`src/hw/rtl/wcs_pkg.sv`:
```
// Shared codes, types and widths of the weighted cell sampler.
package wcs_pkg;

   typedef logic [1:0] func_type;
   typedef logic [1:0] status_type;

   localparam func_type FUNC_CLEAR  = 2'd0;
   localparam func_type FUNC_APPEND = 2'd1;
   localparam func_type FUNC_DRAW   = 2'd2;

   localparam status_type STATUS_OK   = 2'd0;
   localparam status_type STATUS_FULL = 2'd1;
   localparam status_type STATUS_ZERO = 2'd2;

   // operand width of the shared multiplier
   localparam int MUL_BITS = 32;
   // width of the cell_index result field
   localparam int RSP_INDEX_BITS = 10;

endpackage

```
`src/hw/rtl/wcs_mul.sv`:
```
// Registered MUL_BITS x MUL_BITS unsigned multiplier.
module wcs_mul
   import wcs_pkg::*;
(
   input  logic                    clock,
   input  logic [MUL_BITS-1:0]     op_a,
   input  logic [MUL_BITS-1:0]     op_b,
   output logic [2*MUL_BITS-1:0]   product
);

   logic [2*MUL_BITS-1:0] product_ff;
   logic [2*MUL_BITS-1:0] product_in;

   assign product_in = (2*MUL_BITS)'(op_a) * (2*MUL_BITS)'(op_b);

   always_ff @(posedge clock) begin
      product_ff <= product_in;
   end

   assign product = product_ff;

endmodule

```
`config.mk`:
```
export PLATFORM = sky130hd
export DESIGN_NAME = wcs_mul
export DESIGN_NICKNAME = d
export VERILOG_FILES = /design/src/hw/rtl/wcs_pkg.sv /design/src/hw/rtl/wcs_mul.sv
export SDC_FILE = /design/constraint.sdc
export NUM_CORES = 2
export LEC_CHECK = 0
export ABC_CLOCK_PERIOD_IN_PS = 7700
export BUFFER_PORTS_ARGS = -buffer_cell sky130_fd_sc_hd__buf_4
export CORE_MARGIN = 10
export CORE_UTILIZATION = 25
export CTS_CLUSTER_SIZE = 14
export DETAILED_ROUTE_END_ITERATION = 10
export SLEW_MARGIN = 20
export SYNTH_ARGS = -nofsm -noshare
export SYNTH_HDL_FRONTEND = slang
export SYNTH_SLANG_ARGS = --single-unit
```
`constraint.sdc`:
```
create_clock -name clock -period 7.7 [get_ports clock]
set_clock_uncertainty 0.2 [all_clocks]
set_input_delay 0.385 -clock clock [delete_from_list [all_inputs] [get_ports clock]]
set_output_delay 0.385 -clock clock [all_outputs]
set_load 0.03 [all_outputs]
```
==> impl_metrics.tcl <==
set metrics [dict create \
    status "completed" \
    worstMarginPinSlew_ps 524 \
    clk_pin_slew_ps 70 \
    gr-total-overflow 0 \
    ys_ff_latch 64 \
    fin_crit_ps 7470 \
    fmax_mhz 134 \
    htreeDepth 3 \
    synth_fp_nets 4982 \
    netlist_instances 3758 \
    dp_hpwl_um 84700 \
    drc 0 \
    drv_slew 0 \
    critPathCaptureType "flop" \
    routedWlPerCell_um 16.8 \
    cts_tree "done" \
    cp_max_fo 14 \
    critPathLaunchType "primary input" \
    path_class "primary input to flop" \
    synth_area_leaders "fa_1, and2_1, ha_1" \
    path_common_cell "fa_1" \
    port_buffers 128 \
    yosys_warnings 0 \
    yosysSeqAreaShare_pct 3.70 \
    io_pins 129 \
    fin_cells 5679 \
    hp-class "primary input to flop" \
    postCtsHoldBufs 0 \
    ys.flop_type "dfxtp_1" \
    routed_wl_um 95600 \
    cp.buffers_inverters 7 \
    initial_core_util_pct 25.2 \
    whs_path_depth 2 \
    viasPerCell 4.39 \
    period_share_pct 97.0 \
    die_x_um 392 \
    vias 24900 \
    avgSynthCellArea_um2 9.21 \
    drive_above_1_share_pct 9.53 \
    fp-row-count 136 \
    path_delay_family "adder cells" \
    cp.depth 25 \
    syn-cell-area_mm2 0.0346 \
    core_area_mm2 0.137 \
    nNetsFinal 5103 \
    cap_violations 0 \
    drt_pre_antenna_iters 5 \
    synth_top_area_share_pct 51.8 \
    grt_start_max_net_pins 33 \
    arrival_ps 7560 \
    cts-buffers-inserted 9 \
    cts_buffer_depth 2 \
    cts_sinks 64 \
    async_reset_ff_share_pct 0 \
    grt_pass1_wl_um 155000 \
    synth_edf_count 0 \
    crit_end "product[62]$_DFF_P_" \
    dp.cells 5662 \
    grt_pass1_vias 27800 \
    max_stage_delay_ps 630 \
    finalWeightedCongestion 0.855 \
    cp_data_required_time_ps 7790 \
    worstSetupStartpoint "op_a[25]" \
    die_area_mm2 0.154 \
    slowest_stage "fa_2" \
    grt_use_total_pct 12.7 \
    finalHoldViolCount 0 \
    area_growth_pct 12.6 \
    largest_reg_flops 64 \
    setup_viol 0 \
    ant_nets 0 \
    slew_headroom_pct 64.7 \
    synth_top_area_cell "fa_1" \
    synth_cell_type_count 56 \
    root_buffer "clkbuf_16" \
    drtIter0Drc 1525 \
    die_y_um 392 \
    grt_antenna_before_repair 7 \
]
[kinds of logic after synthesis]
family,Yosys count,synth area share [%]
and+or+nand+nor,1180,17.7
adders and majority gates,1159,61.3
buffers and inverters,1090,11.9
AOI/OAI and AO/OA,205,3.92
DFF,64,3.70
xor gates and xnor gates,59,1.49
muxes,1,0.0289
[cells in the mapped netlist, drive strengths merged (2+ instances only)]
cell type / count
a311oi: 3
clkbuf: 216
nor3: 5
nand2b: 2
o21ai: 30
a21boi: 3
fa: 896
buf: 11
and2: 603
xor2: 26
xnor2: 33
o21bai: 10
or3: 5
nand2: 478
o31ai: 2
and3: 14
o221ai: 3
ha: 263
a221o: 4
nand3: 12
a221oi: 2
and4: 4
or2: 4
a31oi: 12
o311a: 2
a41oi: 2
a211oi: 4
a21oi: 70
inv: 863
o2bb2ai: 2
nor2: 21
o2111ai: 2
o211ai: 3
or4: 3
dfxtp: 64
a21o: 37
nand4: 24
and3b: 2
o21a: 8
[routing by layer]
metal	global-route usage (%)	vias up	share of wire, %
met4	2.00	8	1.5
met3	2.54	95	5.8
met5	0	-	0.055
met1	15.7	13100	40
li1	-	11100	-
met2	23.2	620	52
[placed cells by master (no fill, tap or decap), types with 28 or more instances in the layout]
master   Yosys  routed
a21o_1      37      37
a21oi_1     68      68
and2_1     603     603
buf_4        0     327
dfxtp_1     64      64
fa_1       896     894
ha_1       263     263
inv_1      863     863
nand2_1    478     478
o21ai_0     28      28
xnor2_1     33      33
[worst min-delay path by stage]
stage	startpoint	slack (ps)	endpoint
floorplan	op_b[0]	310	product[0]$_DFF_P_
global placement	product[0]$_DFF_P_	620	product[0]
detailed placement	product[18]$_DFF_P_	620	product[18]
CTS	op_b[0]	300	product[0]$_DFF_P_
global route	op_b[0]	330	product[0]$_DFF_P_
finish	op_b[0]	320	product[0]$_DFF_P_
[cell type report]
type | instances | area [um2]
Clock inverter | 5 | 56.3
Multi-Input combinational cell | 2604 | 29300
Fill cell | 14600 | 98500
Inverter | 863 | 3240
Timing Repair Buffer | 337 | 2650
Clock buffer | 11 | 243
Tap cell | 1794 | 2240
Sequential cell | 64 | 1280
Antenna cell | 1 | 2.50
[metrics by stage]
stage	setup TNS [ps]	cell area, um2	util, %	worst slack, ps	hold slack (ps)
4_1_cts	0	39000	28.3	149	303
5_1_grt	-0.387	39000	28.4	-0.387	328
6_report	0	39000	28.4	231	321
3_3_place_gp	-562	38700	28.1	-172	617
2_1_floorplan	0	34600	-	367	312
3_5_place_dp	-835	38700	28.1	-246	616
[timing repair]
item | CTS | global route
buffers inserted | 0 | 0
resized for setup | 0 | 11
setup endpoints to repair | 0 | 5
endpoints found under the hold margin | 0 | 0
Power is left out: the tool's default activity adds up to more than one toggle a clock period on the data nets, which glitch-free logic cannot reach.
